File: config.mk
export PLATFORM = sky130hd
export DESIGN_NAME = mrpc_load
export DESIGN_NICKNAME = d
export VERILOG_FILES = /design/src/hdl/mrpc_pkg.sv /design/src/hdl/mrpc_load.sv
export SDC_FILE = /design/constraint.sdc
export NUM_CORES = 1
export LEC_CHECK = 0
export BUFFER_PORTS_ARGS = -buffer_cell sky130_fd_sc_hd__buf_2
export CORE_MARGIN = 3
export CORE_UTILIZATION = 40
export DETAILED_ROUTE_END_ITERATION = 7
export RECOVER_POWER = 50
export SLEW_MARGIN = 10
export SYNTH_ARGS = -nofsm -noshare
export SYNTH_HDL_FRONTEND = slang
export SYNTH_SLANG_ARGS = --single-unit
File: constraint.sdc
create_clock -name clk -period 6.93 [get_ports clk]
set_clock_uncertainty 0.1 [all_clocks]
set_input_delay 0.3465 -clock clk [delete_from_list [all_inputs] [get_ports clk]]
set_output_delay 0.3465 -clock clk [all_outputs]
set_load 0.005 [all_outputs]
File: src/hdl/mrpc_pkg.sv
// Shared types and constants for the merged record pair counter.
`default_nettype none

package mrpc_pkg;

  localparam int REC_KEY_W  = 64;
  localparam int COUNT_W    = 10;
  localparam int RPP_W      = 10;
  localparam int CFG_DATA_W = 32;
  localparam int CFG_ADDR_W = 3;

  localparam logic [COUNT_W-1:0]  COUNT_MAX   = '1;
  localparam logic [RPP_W-1:0]    RPP_RESET   = 10'd1;
  localparam logic [CFG_ADDR_W-3:0] REG_RPP_IDX = 1'b0;

  typedef struct packed {
    logic start;
    logic fast;
    logic order_ok;
  } sort_req_t;

  typedef struct packed {
    logic               valid;
    logic               order_ok;
    logic [COUNT_W-1:0] count;
  } sort_res_t;

endpackage

`default_nettype wire

File: src/hdl/mrpc_load.sv
// Record loader: order check, store addressing and sort request.
`default_nettype none

module mrpc_load #(
  parameter int PATIENT_BITS = 32,
  parameter int TIME_BITS    = 32,
  parameter int AW           = 10,
  parameter int CW           = 11
) (
  input  wire logic                           clk,
  input  wire logic                           rst_n,
  input  wire logic                           restart,
  input  wire logic                           accept,
  input  wire logic [mrpc_pkg::REC_KEY_W-1:0] rec_key,
  input  wire logic                           rec_flag,
  input  wire logic [CW-1:0]                  n_i,
  input  wire logic [CW-1:0]                  total_i,
  output logic                                wr_en,
  output logic [AW-1:0]                       wr_addr,
  output logic [PATIENT_BITS+TIME_BITS+AW:0]  wr_data,
  output mrpc_pkg::sort_req_t                 req
);
  import mrpc_pkg::*;

  localparam int KEY_W = PATIENT_BITS + TIME_BITS;

  logic [AW-1:0]    seen_r, seen_nxt;
  logic             good_r, good_nxt;
  logic             tie_r, tie_nxt;
  logic [KEY_W-1:0] prev_r, prev_nxt;

  logic [KEY_W-1:0] key;
  logic [CW-1:0]    idx_w;
  logic [CW:0]      b_addr;
  logic             last;
  logic             good_upd;
  logic             tie_upd;

  assign key    = rec_key[KEY_W-1:0];
  assign idx_w  = CW'(seen_r);
  assign last   = (idx_w + CW'(1)) == total_i;
  assign b_addr = (CW+1)'(total_i) + (CW+1)'(n_i) - (CW+1)'(1) - (CW+1)'(idx_w);

  always_comb begin
    good_upd = good_r;
    tie_upd  = tie_r;
    if ((idx_w != '0) && (idx_w < n_i)) begin
      if (prev_r > key) good_upd = 1'b0;
    end else if (idx_w > n_i) begin
      if (prev_r < key) good_upd = 1'b0;
      if (prev_r == key) tie_upd = 1'b1;
    end
  end

  always_comb begin
    seen_nxt = seen_r;
    good_nxt = good_r;
    tie_nxt  = tie_r;
    prev_nxt = prev_r;
    if (restart) begin
      seen_nxt = '0;
      good_nxt = 1'b1;
      tie_nxt  = 1'b0;
    end else if (accept) begin
      prev_nxt = key;
      if (last) begin
        seen_nxt = '0;
        good_nxt = 1'b1;
        tie_nxt  = 1'b0;
      end else begin
        seen_nxt = seen_r + AW'(1);
        good_nxt = good_upd;
        tie_nxt  = tie_upd;
      end
    end
  end

  assign wr_en        = accept;
  assign wr_addr      = (idx_w < n_i) ? seen_r : b_addr[AW-1:0];
  assign wr_data      = {key, rec_flag, seen_r};
  assign req.start    = accept && last;
  assign req.fast     = good_upd && !tie_upd;
  assign req.order_ok = good_upd;

  always_ff @(posedge clk) begin
    if (!rst_n) begin
      seen_r <= '0;
      good_r <= 1'b1;
      tie_r  <= 1'b0;
    end else begin
      seen_r <= seen_nxt;
      good_r <= good_nxt;
      tie_r  <= tie_nxt;
    end
  end

  always_ff @(posedge clk) begin
    prev_r <= prev_nxt;
  end

endmodule

`default_nettype wire

---- Word level (Yosys, flattened, before mapping) ----
Index checks and enable logic that the tools add are counted.
word-level totals
  memories kept ........................... 0
  output and inout bits ................... 89
  RAM bits ................................ 0
  bits in read-only memories .............. 0
  bits in latches ......................... 0
  word-level logic and storage cells ...... 35
  register bits after elaboration ......... 76
  input port bits ......................... 91
cells by class
  reductions and logical operators ........ 7
  div/mod/pow operators ................... 0
  add/subtract/negate cells ............... 5
  $mul .................................... 0
  equal/unequal tests ..................... 2
  shift operators ......................... 0
  order comparisons ....................... 4
  multiplexer cells ....................... 11
  bitwise operators ....................... 2
operator list
  operator               count
  $eq 64x64->1           1
  $gt 64x64->1           1
  $lt 64x64->1           1
  $mux 10                2
  $add 10x1->11 const B  1
  $eq 11x11->1           1
  $gt 10x11->1           1
  $lt 10x11->1           1
  $reduce_bool 11->1     1
  $add 10x1->10 const B  1
  $add 10x10->10         1
  $sub 10x1->10 const B  1
  $sub 10x10->10         1
  $mux 1                 9
  $logic_and 1x1->1      3
  $not 1->1              2
  $reduce_and 2->1       1
  $reduce_or 2->1        1
  $logic_not 1->1        1

---- Longest topological paths before layout ----
  depth after elaboration ................. 6
  mapped depth ............................ 13
  gate-level depth less buffers ........... 13

---- Least setup slack after synthesis ----
OpenSTA, ideal clock, no wires.
  path type ............................... input port to flip-flop
  start point ............................. input accept
  end point ............................... register prev_r[0] (enable)
  arrival ................................. 3.222 ns
  slack ................................... 3.121 ns
  data required time ...................... 6.343 ns
  setup time .............................. 0.487 ns
  stages .................................. 2
  path through ............................ clkinv_1 nor2_1
between the ends
  longest elaborated chain between the ends .. 1
ends and longest elaborated chain
  element                            RTL line         source
  from (decl)                        mrpc_load.sv:13  input wire logic accept,
  $reduce_and 2->1 (no source line)  n/a
  to (signal assigned)               mrpc_load.sv:98  prev_r <= prev_nxt;
  to (decl)                          mrpc_load.sv:30  logic [KEY_W-1:0] prev_r, prev_nxt;
No other way between the ends.
A chain may end at the register's enable or synchronous reset.

==> results.md <==
- Status: finished clean
- H-tree depth: 3
- Post-CTS Hold Buffers: 0
- Crit path launch: seen_r[4]
- CP required: 6.48 ns
- Minimum hold slack: 0.141 ns
- Io pins: between 150 and 200
- Critical path class: flop to output pin
- Crit path max-delay family: compound AO/OA/AOI/OAI gates
- Pre-CTS setup slack: ~3.6 ns
- Num rows: 44
- Post-DP HPWL: between 10000 and 15000 um
- Net Count, Synth: approximately 800
- Global-route wire length before repair: between 20000 and 25000 um
- RSZ-0062 raised after global routing: no
- Final min period: between 3 and 4 ns
- Worst path bufs/invs: 1
- Wire per inst: 14.6 um
- Slew Viols, Final: 0
- Sequential area share after synthesis: between 30% and 40%
- Nets: 929
- Post-synth top area share: 31.6%
- Critical path depth: 9
- GRT Residual Overflow: 0
- Antenna violations before repair: 0
- CP Data Arrival Time: 3.30 ns
- Critical path startpoint category: flop
- R2R Setup Slk: between 3 and 4 ns
- Worst slew margin: 42.9%
- ANT cells: 0
- Leakage: 3.22 nW
- Slew @ Worst Pin: 0.857 ns
- Vias: 4659
- Vias in the first global route: 4545
- Final setup violation count: 0
- CTS buffer count: 9
- Core ar.: between 0.01 and 0.015 sq mm
- EDFF count, synth: between 60 and 70
- Most frequent CP cell: a31oi_1
- Placed Instances: ~920
- Final hold violation count: 0
- DRC: 0
- Port Buffers: roughly 180
- Vias per cell: around 5.0
- Initial Util: between 40% and 50%
- Reg2reg end: seen_r[6]
- Synth Cell Area: a little over 0.006 sq mm
- Final Worst Setup Slack: approximately 3.2 ns
- DRT iter0 DRCs: 153
- Die X: ~130 um
- Reg2Reg Depth: 8
- Syn_area_per_cell: slightly below 10 sq um
- Seq cells post-synth: 76
- CP peak stage delay: 0.61 ns
- Clock Root Buffer: clkbuf_16
- Filler instances: between 1000 and 1500
- Most frequent cells in the layout: inv_1, ha_1, clkbuf_1, buf_2, edfxtp_1
- FF-to-FF Start: seen_r[1]
- Setup_tns: 0 ns
- Post-cts resize count: 0
- Worst Setup End Kind: output pin
- Max Cap Viol: 0
- Overall Global Routing Usage: ~16%
- PwrDens: ~170 mW/mm^2
- Gpl congestion: around 0.91
- Distinct cell type count after synthesis: 64
- F_max: 0.267 GHz
- Ys async rst share: 0%
- Slowest stage cell, crit path: dfxtp_1
- WL final: roughly 14000 um
- Syn Inst Count: 630
- # Post-CTS Setup Buffers: 0
- Final std cells w/o fill: 931
- VDD IR max: 0.000116 V
- DRT antenna net count: 0
- Clock tree buffer depth: 2
- Die Span Y: between 100 and 150 um
- Synth area leader: edfxtp_1
- Worst-skew pair later-pin latency: approximately 0.33 ns
- Most used DFF post-synth: edfxtp_1
- Num Clock Sinks: 76
- Syn. warnings: 0
- CP Max Fanout: 12
- Full die area: approximately 0.017 sq mm
- Final Cycle Share: a little over half
- Top cells by area, synth: edfxtp_1, ha_1, buf_4
- Hold WC Path Type: primary input to flop
- CTS tree: built
- Layout cells sized above 1: roughly 17%
- Setup crit end: req[1]
- DR pass1 iterations: 4
- CP cell instances: ha_1, a2111oi_0, o21ai_0, a31oi_1, o32ai_2, or3_1, a31oi_1, nor3_1, buf_2
- Largest net degree at the start of global routing: 65
- Commonest non-fill, non-tap cell in the layout: inv_1
- Clock Pin Slew Worst Setup and Hold Paths: 0.05 ns
- Area Overhead vs Synth: 11.4%
- HP Start: rec_key[44]
## through the flow
stage          util [%]  cell area [sq um]  power, mW
6_report           46.2               6780       1.17
5_1_grt            46.2               6780       1.25
4_1_cts            46.8               6880       1.20
3_5_place_dp       45.1               6630      0.784
3_3_place_gp       45.1               6630      0.776
2_1_floorplan         -               6090      0.713
## worst min path at each step
stage               cells past startpoint    endpoint
floorplan                               0   prev_r[0]
detailed placement                      2       tie_r
CTS                                     1  prev_r[46]
global route                            1  prev_r[20]
global placement                        2       tie_r
finish                                  1  prev_r[44]
## cells in the mapped netlist, types with 2 or more instances
master and count:
xor2_1 7, nor2b_1 5, nor4b_1 3, o22ai_1 2, dfxtp_1 12, nand4_1 16
a31oi_1 3, fa_1 10, a31o_2 2, buf_4 67, nor3_1 10, o21ai_0 21
clkbuf_1 2, ha_1 85, buf_6 2, o21a_1 2, a211o_1 2, edfxtp_1 64
or3_1 4, clkbuf_8 3, a221oi_1 2, nand2b_1 4, nor2_1 17, inv_1 108
a21oi_1 45, nand3b_1 3, nand3_1 21, nand2_1 35, o31a_1 2, xnor2_1 9
nor4_1 7, or3_2 3, o211ai_1 3, o31ai_1 2, a21o_1 18
## worst reg2reg max path, stage by stage, from the launching register on
cell	delay (ns)
dfxtp_1	0.51
ha_1	0.35
nand3_2	0.24
or4_4	0.60
a21oi_2	0.15
nor2_2	0.08
o41ai_4	0.68
o22ai_1	0.18
a21o_1	0.20
## cell type report
cell class	instances	area (sq um)	area share (%)
multi-input combinational	368	2930	43.2
sequential	76	2160	31.9
timing repair buffer	179	803	11.8
inverter	109	409	6.03
clock buffer	11	233	3.43
tap	184	230	3.39
clock inverter	4	17.5	0.258
## kinds of logic (layout without fill, tap and decap cells)
group | Yosys count | in the layout | share of synthesized area, %
mux | 2 | 2 | 0.349
flops | 76 | 76 | 35.5
fa+ha+maj | 95 | 95 | 20.8
compound gates | 117 | 117 | 12.4
buf+inv | 186 | 303 | 16.6
xor+xnor | 16 | 16 | 2.30
simple gates | 138 | 138 | 12.1
## sequential cells by signal, indices dropped and copies added, names as in the netlist
register  cells
good_r        1
prev_r       64
tie_r         1
seen_r       10
## routing by layer
metal / GRT usage (%) / up-vias / wire length (um)
met5: 0 / - / 0
met4: 4.01 / 0 / 130
met3: 3.42 / 9 / 761
met2: 27.8 / 130 / 6530
met1: 21.2 / 2160 / 6190
li1: - / 2360 / -
## power by group
part / switching, mW / leakage [nW] / internal [mW]
sequential: 0.00878 / 0.697 / 0.525
combinational: 0.132 / 2.39 / 0.0993
clock: 0.170 / 0.124 / 0.237
No activity file was read; power rests on OpenSTA's default activity.
