[src/hdl/mrpc_pkg.sv]
// Shared types and constants for the merged record pair counter.
`default_nettype none

package mrpc_pkg;

  localparam int REC_KEY_W  = 64;
  localparam int COUNT_W    = 10;
  localparam int RPP_W      = 10;
  localparam int CFG_DATA_W = 32;
  localparam int CFG_ADDR_W = 3;

  localparam logic [COUNT_W-1:0]  COUNT_MAX   = '1;
  localparam logic [RPP_W-1:0]    RPP_RESET   = 10'd1;
  localparam logic [CFG_ADDR_W-3:0] REG_RPP_IDX = 1'b0;

  typedef struct packed {
    logic start;
    logic fast;
    logic order_ok;
  } sort_req_t;

  typedef struct packed {
    logic               valid;
    logic               order_ok;
    logic [COUNT_W-1:0] count;
  } sort_res_t;

endpackage

`default_nettype wire

[src/hdl/mrpc_merge.sv]
// Merge pass engine: bottom-up stable merge sort between two banks, pair count on the last pass.
`default_nettype none

module mrpc_merge #(
  parameter int PATIENT_BITS = 32,
  parameter int TIME_BITS    = 32,
  parameter int AW           = 10,
  parameter int CW           = 11
) (
  input  wire logic                                clk,
  input  wire logic                                rst_n,
  input  wire mrpc_pkg::sort_req_t                 req,
  input  wire logic [CW-1:0]                       n_i,
  input  wire logic [CW-1:0]                       total_i,
  output logic                                     busy,
  output mrpc_pkg::sort_res_t                      res,
  input  wire logic                                res_take,
  output logic [AW-1:0]                            rd_addr_a,
  output logic [AW-1:0]                            rd_addr_b,
  input  wire logic [PATIENT_BITS+TIME_BITS+AW:0]  rd_data_a,
  input  wire logic [PATIENT_BITS+TIME_BITS+AW:0]  rd_data_b,
  output logic                                     src_bank,
  output logic                                     wr_en,
  output logic [AW-1:0]                            wr_addr,
  output logic [PATIENT_BITS+TIME_BITS+AW:0]       wr_data
);
  import mrpc_pkg::*;

  localparam int KEY_W = PATIENT_BITS + TIME_BITS;
  localparam int EW    = KEY_W + 1 + AW;
  localparam int SW    = CW + 2;

  localparam logic [1:0] ST_IDLE  = 2'd0;
  localparam logic [1:0] ST_PRIME = 2'd1;
  localparam logic [1:0] ST_RUN   = 2'd2;
  localparam logic [1:0] ST_DONE  = 2'd3;

  function automatic logic [CW-1:0] clip(input logic [SW-1:0] v, input logic [CW-1:0] lim);
    logic [CW-1:0] r;
    if (v > SW'(lim)) r = lim;
    else r = v[CW-1:0];
    return r;
  endfunction

  logic [1:0]              state_r, state_nxt;
  logic [CW:0]             w_r, w_nxt;
  logic [CW-1:0]           pa_r, pa_nxt;
  logic [CW-1:0]           pb_r, pb_nxt;
  logic [CW-1:0]           ea_r, ea_nxt;
  logic [CW-1:0]           eb_r, eb_nxt;
  logic [CW-1:0]           wp_r, wp_nxt;
  logic [CW-1:0]           tot_r, tot_nxt;
  logic                    src_r, src_nxt;
  logic                    ord_r, ord_nxt;
  logic [COUNT_W-1:0]      cnt_r, cnt_nxt;
  logic                    pvld_r, pvld_nxt;
  logic                    pflag_r, pflag_nxt;
  logic [PATIENT_BITS-1:0] ppat_r, ppat_nxt;

  logic                    avail_a, avail_b, take_a;
  logic [EW-1:0]           head;
  logic [PATIENT_BITS-1:0] head_pat;
  logic [CW:0]             w2, w_first, w_new;
  logic [CW-1:0]           tot_src, ea_new, eb_new, nea, neb;
  logic                    final_pass, blk_last, pass_last, pair_hit;

  assign avail_a  = pa_r < ea_r;
  assign avail_b  = pb_r < eb_r;
  assign take_a   = avail_a && (!avail_b ||
                    ({rd_data_a[EW-1 -: KEY_W], rd_data_a[AW-1:0]} <
                     {rd_data_b[EW-1 -: KEY_W], rd_data_b[AW-1:0]}));
  assign head     = take_a ? rd_data_a : rd_data_b;
  assign head_pat = head[EW-1 -: PATIENT_BITS];

  assign w2         = w_r << 1;
  assign final_pass = w2 >= (CW+1)'(tot_r);
  assign w_first    = req.fast ? (CW+1)'(n_i) : (CW+1)'(1);
  assign w_new      = (state_r == ST_IDLE) ? w_first : w2;
  assign tot_src    = (state_r == ST_IDLE) ? total_i : tot_r;
  assign ea_new     = clip(SW'(w_new), tot_src);
  assign eb_new     = clip(SW'(w_new) << 1, tot_src);
  assign nea        = clip(SW'(eb_r) + SW'(w_r), tot_r);
  assign neb        = clip(SW'(eb_r) + (SW'(w_r) << 1), tot_r);
  assign blk_last   = (wp_r + CW'(1)) == eb_r;
  assign pass_last  = blk_last && (eb_r == tot_r);
  assign pair_hit   = pvld_r && pflag_r && !head[AW] && (ppat_r == head_pat);

  always_comb begin
    state_nxt = state_r;
    w_nxt     = w_r;
    pa_nxt    = pa_r;
    pb_nxt    = pb_r;
    ea_nxt    = ea_r;
    eb_nxt    = eb_r;
    wp_nxt    = wp_r;
    tot_nxt   = tot_r;
    src_nxt   = src_r;
    ord_nxt   = ord_r;
    cnt_nxt   = cnt_r;
    pvld_nxt  = pvld_r;
    pflag_nxt = pflag_r;
    ppat_nxt  = ppat_r;
    case (state_r)
      ST_IDLE: begin
        if (req.start) begin
          state_nxt = ST_PRIME;
          w_nxt     = w_new;
          pa_nxt    = '0;
          ea_nxt    = ea_new;
          pb_nxt    = ea_new;
          eb_nxt    = eb_new;
          wp_nxt    = '0;
          tot_nxt   = total_i;
          src_nxt   = 1'b0;
          ord_nxt   = req.order_ok;
          cnt_nxt   = '0;
          pvld_nxt  = 1'b0;
        end
      end
      ST_PRIME: begin
        state_nxt = ST_RUN;
      end
      ST_RUN: begin
        wp_nxt = wp_r + CW'(1);
        if (take_a) pa_nxt = pa_r + CW'(1);
        else pb_nxt = pb_r + CW'(1);
        if (final_pass) begin
          if (pair_hit && (cnt_r != COUNT_MAX)) cnt_nxt = cnt_r + COUNT_W'(1);
          pvld_nxt  = 1'b1;
          pflag_nxt = head[AW];
          ppat_nxt  = head_pat;
        end
        if (pass_last) begin
          if (final_pass) begin
            state_nxt = ST_DONE;
          end else begin
            state_nxt = ST_PRIME;
            w_nxt     = w_new;
            pa_nxt    = '0;
            ea_nxt    = ea_new;
            pb_nxt    = ea_new;
            eb_nxt    = eb_new;
            wp_nxt    = '0;
            src_nxt   = !src_r;
            pvld_nxt  = 1'b0;
          end
        end else if (blk_last) begin
          pa_nxt = eb_r;
          ea_nxt = nea;
          pb_nxt = nea;
          eb_nxt = neb;
        end
      end
      ST_DONE: begin
        if (res_take) state_nxt = ST_IDLE;
      end
      default: begin
        state_nxt = ST_IDLE;
      end
    endcase
  end

  assign busy         = state_r != ST_IDLE;
  assign res.valid    = state_r == ST_DONE;
  assign res.order_ok = ord_r;
  assign res.count    = cnt_r;
  assign rd_addr_a    = pa_nxt[AW-1:0];
  assign rd_addr_b    = pb_nxt[AW-1:0];
  assign src_bank     = src_r;
  assign wr_en        = state_r == ST_RUN;
  assign wr_addr      = wp_r[AW-1:0];
  assign wr_data      = head;

  always_ff @(posedge clk) begin
    if (!rst_n) begin
      state_r <= ST_IDLE;
    end else begin
      state_r <= state_nxt;
    end
  end

  always_ff @(posedge clk) begin
    w_r     <= w_nxt;
    pa_r    <= pa_nxt;
    pb_r    <= pb_nxt;
    ea_r    <= ea_nxt;
    eb_r    <= eb_nxt;
    wp_r    <= wp_nxt;
    tot_r   <= tot_nxt;
    src_r   <= src_nxt;
    ord_r   <= ord_nxt;
    cnt_r   <= cnt_nxt;
    pvld_r  <= pvld_nxt;
    pflag_r <= pflag_nxt;
    ppat_r  <= ppat_nxt;
  end

endmodule

`default_nettype wire

[config.mk]
export PLATFORM = sky130hd
export DESIGN_NAME = mrpc_merge
export DESIGN_NICKNAME = d
export VERILOG_FILES = /design/src/hdl/mrpc_pkg.sv /design/src/hdl/mrpc_merge.sv
export SDC_FILE = /design/constraint.sdc
export NUM_CORES = 1
export LEC_CHECK = 0
export BUFFER_PORTS_ARGS = -buffer_cell sky130_fd_sc_hd__buf_2
export CAP_MARGIN = 10
export CELL_PAD_IN_SITES_DETAIL_PLACEMENT = 1
export CELL_PAD_IN_SITES_GLOBAL_PLACEMENT = 2
export CORE_ASPECT_RATIO = 1.1
export CORE_MARGIN = 4
export CORE_UTILIZATION = 30
export DETAILED_ROUTE_END_ITERATION = 10
export GPL_TIMING_DRIVEN = 0
export PLACE_DENSITY_LB_ADDON = 0.1
export SYNTH_ARGS = -nofsm -noshare
export SYNTH_HDL_FRONTEND = slang
export SYNTH_SLANG_ARGS = --single-unit
[constraint.sdc]
create_clock -name clk -period 5.2 [get_ports clk]
set_input_delay 0.78 -clock clk [delete_from_list [all_inputs] [get_ports clk]]
set_output_delay 0.78 -clock clk [all_outputs]
set_load 0.02 [all_outputs]
Word level (Yosys, flattened, before mapping)
Cells that the tools add are included.
{"block": "word_totals", "reg_bits": 126, "input_bits": 178, "out_inout_bits": 120, "elab_cells": 120}
{"block": "classes", "add_sub_neg": 6, "order_cmp": 8, "n_eq_ne": 15, "mux": 55, "reduce_logical": 20}
{"operator": "$mux 11", "count": 27}
{"operator": "$pmux 11 s2", "count": 5}
{"operator": "$mux 75", "count": 1}
{"operator": "$lt 74x74->1", "count": 1}
{"operator": "$mux 12", "count": 4}
{"operator": "$gt 13x11->1", "count": 3}
{"operator": "$add 11x1->11 const B", "count": 3}
{"operator": "$eq 32x32->1", "count": 1}
{"operator": "$mux 10", "count": 3}
{"operator": "$pmux 12 s2", "count": 1}
{"operator": "$eq 11x11->1", "count": 2}
{"operator": "$lt 11x11->1", "count": 2}
{"operator": "$pmux 10 s2", "count": 1}
{"operator": "$add 11x12->13", "count": 1}
{"operator": "$add 11x13->13", "count": 1}
{"operator": "$ge 12x11->1", "count": 1}
{"operator": "$gt 12x11->1", "count": 1}
{"operator": "$reduce_and 4->1", "count": 3}
{"operator": "$add 10x1->10 const B", "count": 1}
{"operator": "$ne 10x10->1 const B", "count": 1}
{"operator": "$mux 2", "count": 4}
{"operator": "$ne 2x1->1 const B", "count": 4}
{"operator": "$pmux 2 s4", "count": 1}
{"operator": "$logic_and 1x1->1", "count": 6}
{"operator": "13 further kinds", "count": 26}

Longest topological paths before layout
Gate-level depths: netlist of run 1.
{"block": "logic_depth", "depth_word": 12, "ltp_mapped": 22, "mapped_depth_nobuf": 20}

Least setup slack after synthesis of run 1
Ideal clock, no wire load.
{"block": "synth_timing", "kind": "flip-flop to output port", "from": "reg w_r[0]", "to": "out rd_addr_b[4]", "t_arrival_ps": 4585, "required_time_ps": 4420, "path_slack_ps": -165, "path_stages_with_launch": 23, "path_buffers": 2, "cell_sequence": "edfxtp_1 ha_1 fa_1 a21o_1 a21oi_1 o21bai_1 a31o_2 a21oi_1 o21bai_1 a21oi_1 xnor2_1 ha_1 nor2_1 a21oi_1 nor2_1 nor2_1 a211oi_1 buf_2 mux2i_1 nor2_1 nor4_1 o22ai_1 buf_4"}
{"block": "synth_via", "elab_chain_len": 6, "word_cells_on_any_way": 12, "cone_classes": "1 x add/sub; 3 x order compare; 8 x mux"}
{"element": "from (decl)", "line": "mrpc_merge.sv:46", "text": "logic [CW:0] w_r, w_nxt;"}
{"element": "from (signal assigned)", "line": "mrpc_merge.sv:183", "text": "w_r <= w_nxt;"}
{"element": "$add 11x12->13 / $mux 12 (equally long branches)", "line": "mrpc_merge.sv:82, mrpc_merge.sv:78"}
{"element": "$gt 13x11->1 / $gt 12x11->1 (equally long branches)", "line": "mrpc_merge.sv:40", "text": "if (v > SW'(lim)) r = lim;"}
{"element": "$mux 11", "line": "mrpc_merge.sv:40"}
{"element": "$mux 11 (on tied branches)", "line": "mrpc_merge.sv:147, mrpc_merge.sv:134"}
{"element": "$mux 11", "line": "mrpc_merge.sv:133", "text": "if (pass_last) begin"}
{"element": "$pmux 11 s2 *", "line": "mrpc_merge.sv:103", "text": "case (state_r)"}
{"element": "to (decl)", "line": "mrpc_merge.sv:19", "text": "output logic [AW-1:0] rd_addr_b,"}
Every way passes the cells marked *; elsewhere a longest branch is shown, timed or not. The select of a mux whose other input is x is not followed.

Worst setup path in the final report of run 1
{"block": "layout_timing", "from": "reg w_r[0]", "to": "out rd_addr_b[0]"}
Same word-level chain as after synthesis.

==> out/results.ini, run 1 <==
[drt]
drt_iter0_drc=482
route.detailed.drc=0
avgViaCountPerCell=5.23
wl_per_cell_um=23.0
drtAntennaViolNets=0
vias=12300
drtPass1Iterations=5
routed_wl_mm=54.3

[power_and_ir_drop]
seq_power_share=0.217
pwr_density_cell_nw_per_um2=409
power.leakage_uw=0.00782
netSwitchingFraction=0.420
finalPower_uw=7070
comb_power_share=0.594
p_int_uw=4110
vdd_drop_max_v=0.000256
clkPwrFrac=0.188
netSwitchingPower_uw=2970

[finish]
drive_gt1_frac=0.344
fillCellCount=4872
final_nets=2135
finalNonFillerCells=2358
multiInputGateArea_sq_um=8790
area.sequential_sq_um=3560
area_growth_pct=36.3

[setup_path]
cp.required_ps=4420
worst-r2r-cell-count=28
critPathBufInv=4
cpLargestDelayFamily=compound AO/OA/AOI/OAI gates
rr_startpoint=w_r[0]
worst_ep_arrival_time_ps=5020
ff2ff_setup_slack_ps=230
startpoint_type=register
crit_fanout=3
critical_path_class=register to output pin
crit_chain=ha_4 -> fa_2 -> a21o_1 -> a21oi_2 -> o21bai_2 -> a31o_4 -> a21oi_4 -> o21bai_1 -> a21oi_1 -> xnor2_1 -> ha_1 -> buf_4 -> a21oi_2 -> nor2_2 -> nor2_2 -> a211oi_4 -> buf_6 -> buf_12 -> mux2i_4 -> a221oi_2 -> o21ai_1 -> o211ai_1 -> buf_4
slowest_delay_ps=500
r2r_end=pb_r[1]
critPathCaptureType=output pin
crit_slowest_cell=edfxtp_1

[global_route]
grt_max_degree=30
grt_usage=0.226
grt_pass1_wl_mm=78.8
antenna_found_initial=0
grt-ovfl-total=0
first_global_vias=12800

[placement]
dp_cells=2277
io_buffers=297
place_congestion=0.883
dp_hpwl_mm=43.1

[cts]
clock_latency_ps=450
root_buffer=clkbuf_16
clock_path_buffers=2
cts_made_buffers=17
h-tree-depth=4
clkSlewWorstSetupHoldPaths_ps=60
cts_hold_buf=0
clock-sinks=126
cts_tree=yes

[synth]
synth_seq_area_share=0.281
ys_warn_count=0
synth_top_area_cell=edfxtp_1
synth_cell_types=70
syn-instance-count=1418
syn_avg_cell_area_sq_um=8.95
synth-edff-count=104
synth_nets=1769
synth_area_leaders=edfxtp_1 (25%), ha_1 (17%), mux2_2 (7.2%)
netlist_area_sq_um=12700
async_flop_share=0
yosys.area.top_type_share=0.246
synth-seq-cells=126
ys.flop_type=edfxtp_1

[sta]
fin_tns_setup_ps=-4770
hold_violations=0
relSlewSlack=0.350
tightest_slew_ps=965
slew_viol_final=0
clock.fmax_ghz=0.173
period_needed_ps=5800
finalCritPeriodShare=1.11
finalSetupViolCount=10
rsz0062_at_grt=yes
fin_hold_ws_ps=502
finalClockSkew_ps=10.3
setup_slack_ps=-597

[worst_hold_path]
hold_path_class=primary input to register
min_from=req[0]
hold_depth=1
hold_end=ord_r

[die]
die_h_um=224
core_region_area_sq_um=41600
die_width_um=204
pin_count=298
dieArea_sq_um=45700
core.rowCount=78
initial_utilization=0.305

[run]
cap_viol_max_count=0

[run_status]
status=finished with violations
violations=negative setup slack

[cell type report]
class                      instances  share of cell area
inverter                         163              0.0355
timing repair buffer             358               0.145
clock inverter                    13              0.0113
buffer                            57              0.0281
multi-input combinational       1061               0.508
clock buffer                      18              0.0248
tap                              560              0.0405
antenna                            2            0.000289
sequential                       126               0.206
[state kept, by name, indices dropped and copies added, names as in the netlist]
signal,flops
pflag_r,1
cnt_r,10
tot_r,11
src_bank,1
pvld_r,1
wp_r,11
ord_r,1
ea_r,11
ppat_r,32
state_r,2
pa_r,11
eb_r,11
pb_r,11
w_r,12
[logic make-up after synthesis]
kind of cell | Yosys count | share of synthesized area
fa+ha+maj | 173 | 0.172
compound gates | 329 | 0.163
mux | 118 | 0.101
xor+xnor | 84 | 0.0623
flops | 126 | 0.281
buf+inv | 231 | 0.0809
simple gates | 357 | 0.140
[per-layer routing]
metal / vias up / global-route usage / routed length, um
met5: - / 0 / 0
met4: 0 / 0.0644 / 1370
met3: 76 / 0.0346 / 2460
met2: 322 / 0.420 / 28100
met1: 6055 / 0.268 / 22300
li1: 5881 / - / -
[worst max path at each step]
stage	startpoint	endpoint	slack, ps	depth (start not counted)
floorplan	w_r[0]	rd_addr_b[4]	40	22
global placement	state_r[1]	rd_addr_b[2]	-1300	16
detailed placement	state_r[1]	rd_addr_b[2]	-1280	16
CTS	w_r[0]	rd_addr_b[8]	-640	22
global route	w_r[1]	rd_addr_b[1]	-790	21
finish	w_r[0]	rd_addr_b[0]	-600	23
[layout by cell type, fill, tap and decap left out, drive strengths merged, types with 16 or more instances in the layout]
cell type / n
nor4: 17
nand4: 32
xnor2: 57
a22oi: 17
a21o: 17
nand2: 96
ha: 171
and3: 21
buf: 388
nor3: 25
nor2b: 16
a21oi: 96
dfxtp: 22
nand3: 30
mux2i: 36
o21ai: 86
o21a: 17
mux2: 82
xor2: 23
nor2: 75
edfxtp: 104
clkbuf: 45
inv: 163
[synth_stat cells, types with 5 or more instances]
library cell	n
ha_1	171
inv_1	162
edfxtp_1	104
a21oi_1	96
nand2_1	96
o21ai_0	83
mux2_2	81
nor2_1	75
xnor2_1	57
mux2i_1	36
buf_4	35
nand4_1	32
nand3_1	30
nor3_1	25
xor2_1	23
dfxtp_1	22
and3_1	21
clkbuf_1	21
a21o_1	17
a22oi_1	17
o21a_1	17
nor2b_1	16
nor4_1	16
a211oi_1	15
nand2b_1	15
o22ai_1	14
a221oi_1	10
and2_1	8
o211ai_1	8
buf_2	7
nor3b_1	6
o21bai_1	6
a2111oi_0	5
a21boi_0	5
[power groups by stage]
stage,logic [uW],registers (uW),clock network [uW]
after CTS,3730,1530,1360
final,4200,1540,1330
after global placement,3140,1570,0
after floorplan,2150,1450,0
after global routing,4530,1550,1390
after detailed placement,3200,1560,0
[metrics by stage]
stage	utilization	setup slack, ps	cell area, sq um
5_1_grt	0.416	-791	17300
3_5_place_dp	0.359	-1280	14900
3_3_place_gp	0.358	-1300	14900
4_1_cts	0.390	-639	16200
6_report	0.416	-597	17300
2_1_floorplan	-	39.3	12700
[worst reg2reg max path: cells and delay by family (launching register included)]
kind	cells	cell delay [ps]
mux	1	260
simple gates	4	400
buf+inv	8	970
compound gates	11	1680
flops	1	500
fa+ha+maj	3	880
xor+xnor	1	180
[timing repair]
| action | in CTS | in global routing |
|---|---|---|
| resized for setup | 116 | 225 |
| endpoints found under the setup margin | 120 | 98 |
| cloned | 0 | 6 |
| pin swaps | 35 | 24 |
| buffers inserted | 35 | 25 |
No activity file was read; power rests on OpenSTA's default activity.
==> run 2, diff against run 1 <==
- CORE_UTILIZATION: 30 -> 36
- clock period: 5.2 -> 7 ns (I/O delays scaled with it)
==> out/results.ini, run 2 (synthesis gave the netlist of run 1 again) <==
[setup_path]
critical_path_class=register to output pin
startpoint_type=register
critPathBufInv=3
slowest_delay_ps=500
cpLargestDelayFamily=compound AO/OA/AOI/OAI gates
crit_start=w_r[0]
cp.required_ps=5950
critPathCaptureType=output pin
crit_slowest_cell=edfxtp_1
crit_chain=ha_1 -> fa_1 -> a21o_1 -> a21oi_1 -> o21bai_1 -> a31o_2 -> a21oi_1 -> o21bai_1 -> a21oi_1 -> xnor2_1 -> ha_1 -> nor2_1 -> a21oi_1 -> nor2_1 -> a21oi_1 -> a211oi_4 -> clkbuf_4 -> mux2i_1 -> nor2_1 -> nor4_1 -> o22ai_1 -> buf_4 -> buf_2
cpMostUsedCell=a21oi_1
rr_startpoint=eb_r[2]
crit_fanout=10
worst_ep_arrival_time_ps=5550

[sta]
hold_violations=0
setup_slack_ps=396
tightest_slew_ps=1080
period_needed_ps=6600
finalClockSkew_ps=14.4
rsz0062_at_grt=no
fin_tns_setup_ps=0
fin_hold_ws_ps=551
finalSetupViolCount=0
finalCritPeriodShare=0.943
relSlewSlack=0.276
clock.fmax_ghz=0.151
slew_viol_final=0

[global_route]
first_global_vias=12700
antenna_found_initial=0
grt_max_degree=27
grt_usage=0.252
grt_pass1_wl_mm=75.1
grt-ovfl-total=0

[cts]
clock_path_buffers=2
clkSlewWorstSetupHoldPaths_ps=60
cts_made_buffers=17
root_buffer=clkbuf_16
clock_latency_ps=440
h-tree-depth=4
clock-sinks=126
cts_tree=yes

[placement]
place_ws_ps=81.1
place_congestion=0.882
dp_hpwl_mm=41.1
io_buffers=297

[finish]
fillCellCount=4179
final_nets=2091
area_growth_pct=21.8
max_flop_register=ppat_r
largest_register_ffs=32
utilization=0.449
reg_top3=ppat_r (32), w_r (12)
drive_gt1_frac=0.275
multiInputGateArea_sq_um=8150
area.sequential_sq_um=3560
final_common_cell=buf_2
final_cell_mix=buf_2 (303), ha_1 (171), inv_1 (162)

[die]
pin_count=298
core_region_area_sq_um=34500
die_width_um=187
dieArea_sq_um=38300
die_h_um=205
core.rowCount=71
initial_utilization=0.368

[power_and_ir_drop]
netSwitchingFraction=0.442
power.leakage_uw=0.00721
seq_power_share=0.255
netSwitchingPower_uw=1990
clkPwrFrac=0.211
comb_power_share=0.534
pwr_density_cell_nw_per_um2=290
p_int_uw=2500
vdd_drop_max_v=0.000174

[drt]
drtAntennaViolNets=0
routed_wl_mm=49.2
drtPass1Iterations=5
route.detailed.drc=0
vias=12000
drt_iter0_drc=661
wl_per_cell_um=22.5
avgViaCountPerCell=5.48

[worst_hold_path]
min_from=src_bank
hold_path_class=register to register

[run]
cap_viol_max_count=0

[run_status]
status=finished clean

==> run 2: cell count changes in the layout (fill, tap and decap cells not counted), moves of 13 or more <==
cell	change
a21oi_1	+15
buf_2	+70
a21oi_2	-13
buf_4	-36
buf_6	-60
mux2_2	+26
mux2_4	-26
==> run 2: area by class of cell <==
| cell class | count | area share |
|---|---|---|
| Sequential cell | 126 | 0.230 |
| Buffer | 68 | 0.0274 |
| Clock buffer | 18 | 0.0278 |
| Inverter | 163 | 0.0396 |
| Antenna cell | 1 | 0.000162 |
| Timing Repair Buffer | 303 | 0.100 |
| Tap cell | 438 | 0.0354 |
| Clock inverter | 14 | 0.0118 |
| Multi-Input combinational cell | 1061 | 0.527 |
==> run 2: worst reg2reg max path: cells and delay by family, from the launching register on <==
kind | cells | cell delay (ps)
buf+inv | 1 | 310
compound gates | 10 | 2570
xor+xnor | 1 | 100
flops | 1 | 710
simple gates | 3 | 580
fa+ha+maj | 2 | 660
==> run 2: power groups by stage <==
stage          Clock (uW)  Sequential (uW)  Combinational (uW)
2_1_floorplan           0             1080                1600
3_3_place_gp            0             1160                2300
3_5_place_dp            0             1160                2350
4_1_cts               963             1150                2380
5_1_grt               995             1160                2630
6_report              946             1150                2400
==> run 2: stage by stage <==
stage	cell area, sq um	cells	power [uW]
floorplan	12700	1418	2670
global placement	14700	2153	3460
detailed placement	14800	2155	3510
CTS	15400	2187	4490
global route	15500	2191	4790
finish	15500	2192	4490
==> run 2: what timing repair did <==
| item | 4_1_cts | 5_1_grt |
|---|---|---|
| pin swaps | 0 | 1 |
| setup buffers | 0 | 3 |
| gates resized for setup | 4 | 9 |
| endpoints found under the setup margin | 10 | 10 |
| hold buffers | 0 | 0 |
==> run 2: path summary, 6_finish.rpt <==
path	slack, ps	to	depth (start not counted)
worst max-delay path	400	rd_addr_b[4]	23
worst min-delay path	550	src_bank	1
worst min register to register	550	src_bank	1
worst max register to register	1770	eb_r[4]	17
==> run 2: routing by layer <==
metal  vias up  GRT usage  share of wire
li1       5790          -              -
met1      5811      0.300           0.42
met2       345      0.473           0.51
met3        62     0.0354          0.042
met4         0     0.0708          0.024
met5         -          0              0
==> run 3, diff against run 2 <==
- PLACE_DENSITY_LB_ADDON: 0.1 -> 0.12
==> out/results.ini, run 3 (synthesis gave the netlist of run 1 again) <==
[finish]
antennaDiodeCount=0
largest_register_ffs=32
final_common_cell=buf_2
reg_top3=ppat_r (32), w_r (12)
fillCellCount=4137
final_nets=2093
final_cell_mix=buf_2 (303), ha_1 (171), inv_1 (162)
drive_gt1_frac=0.275
max_flop_register=ppat_r
area_growth_pct=21.9
finalNonFillerCells=2193

[global_route]
antenna_found_initial=3
grt_usage=0.257
grt-ovfl-total=0
grt_max_degree=30
grt_pass1_wl_mm=76.4
first_global_vias=12900

[power_and_ir_drop]
vdd_drop_max_v=0.000217
power.leakage_uw=0.00723
pwr_density_cell_nw_per_um2=291

[worst_hold_path]
hold_path_class=register to register
min_from=pa_r[8]

[die]
core_region_area_sq_um=34500
initial_utilization=0.368
dieArea_sq_um=38300
core.rowCount=71
die_h_um=205
pin_count=298
die_width_um=187

[placement]
place_congestion=0.897
dp_hpwl_mm=41.6
io_buffers=297
dp_cells=2155

[setup_path]
crit_chain=clkbuf_1 -> nor2_2 -> clkbuf_1 -> and3_1 -> a21oi_1 -> inv_1 -> ha_1 -> nand4_1 -> or4_1 -> o21ai_0 -> nor2_1 -> a211oi_2 -> clkbuf_2 -> mux2i_2 -> nor2b_1 -> a2111oi_0 -> nor2_1 -> buf_4 -> buf_2
startpoint_type=register
crit_start=state_r[1]
crit_fanout=10
critPathCaptureType=output pin
slowest_delay_ps=510
crit_slowest_cell=or4_1
critical_path_class=register to output pin
rr_startpoint=eb_r[8]
worst_ep_arrival_time_ps=5640
cp.required_ps=5950

[drt]
wl_per_cell_um=23.0
wl_met3_mm=2.43
routed_wl_mm=50.4
drtPass1Iterations=6
wl_met2_mm=26.0
route.detailed.drc=0
drtAntennaViolNets=0
wl_met1_mm=20.3
drt_iter0_drc=625
avgViaCountPerCell=5.55
routed.top_layer=met4
vias=12200

[cts]
h-tree-depth=4
clock_latency_ps=440
root_buffer=clkbuf_16
clkSlewWorstSetupHoldPaths_ps=60
clock_path_buffers=2
cts_tree=yes
cts_made_buffers=17
clock-sinks=126

[sta]
finalSetupViolCount=0
slew_viol_final=0
period_needed_ps=6690
clock.fmax_ghz=0.149
hold_violations=0
finalCritPeriodShare=0.956
finalClockSkew_ps=16.0
relSlewSlack=0.294
fin_tns_setup_ps=0
tightest_slew_ps=1050
rsz0062_at_grt=no

[run]
cap_viol_max_count=0

[run_status]
status=finished clean

## run 3: changes by cell type in the layout (fill, tap and decap cells not counted), sizes merged
cell	before	now
diode	1	0
clkbuf	41	39
clkinvlp	2	4
buf	348	351
inv	168	167
## run 3: final timing paths
path                                      to  slack, ps  depth (start not counted)
worst max register to register      cnt_r[4]       1770                         14
worst min-delay path                 pa_r[8]        560                          2
worst min register to register       pa_r[8]        560                          2
worst max-delay path            rd_addr_b[8]        310                         19
## run 3: through the flow
step,total power (uW),area (sq um),util,hold WS (ps),setup slack [ps]
finish,4510,15500,0.449,556,307
global route,4800,15500,0.449,596,28.7
CTS,4490,15400,0.447,555,8.99
detailed placement,3510,14800,0.429,543,138
global placement,3450,14700,0.427,540,205
floorplan,2670,12700,-,486,1370
## run 3: worst max-delay path, delay by kind of cell, from the launching register on
family / cells / cell delay [ps]
flops: 1 / 310
compound gates: 4 / 880
simple gates: 7 / 1690
fa+ha+maj: 1 / 320
mux: 1 / 460
buf+inv: 6 / 1540
## run 3: layer usage
metal  GRT usage  vias up
met5           0        -
met4      0.0845        0
met3      0.0435       89
met2       0.487      373
met1       0.292     5929
li1            -     5781
## run 3: repair_timing
action,CTS,global route
pin swaps,0,1
resized for setup,4,6
hold endpoints to repair,0,0
setup endpoints to repair,10,10
hold buffers,0,0
buffers inserted,0,5
## run 3: area by class of cell
| type | count | area [sq um] | area share |
|---|---|---|---|
| multi-input cells | 1061 | 8140 | 0.526 |
| flip-flops and latches | 126 | 3560 | 0.230 |
| repair buffers | 305 | 1580 | 0.102 |
| inverters | 163 | 612 | 0.0395 |
| well taps | 438 | 548 | 0.0354 |
| clock buffers | 17 | 425 | 0.0275 |
| plain buffers | 68 | 420 | 0.0272 |
| clock inverters | 15 | 181 | 0.0117 |
## run 3: report_power, final
part           switching [uW]  leakage, uW  internal [uW]
Clock                     381     0.000285            564
Sequential                182      0.00118            965
Combinational            1440      0.00576            983
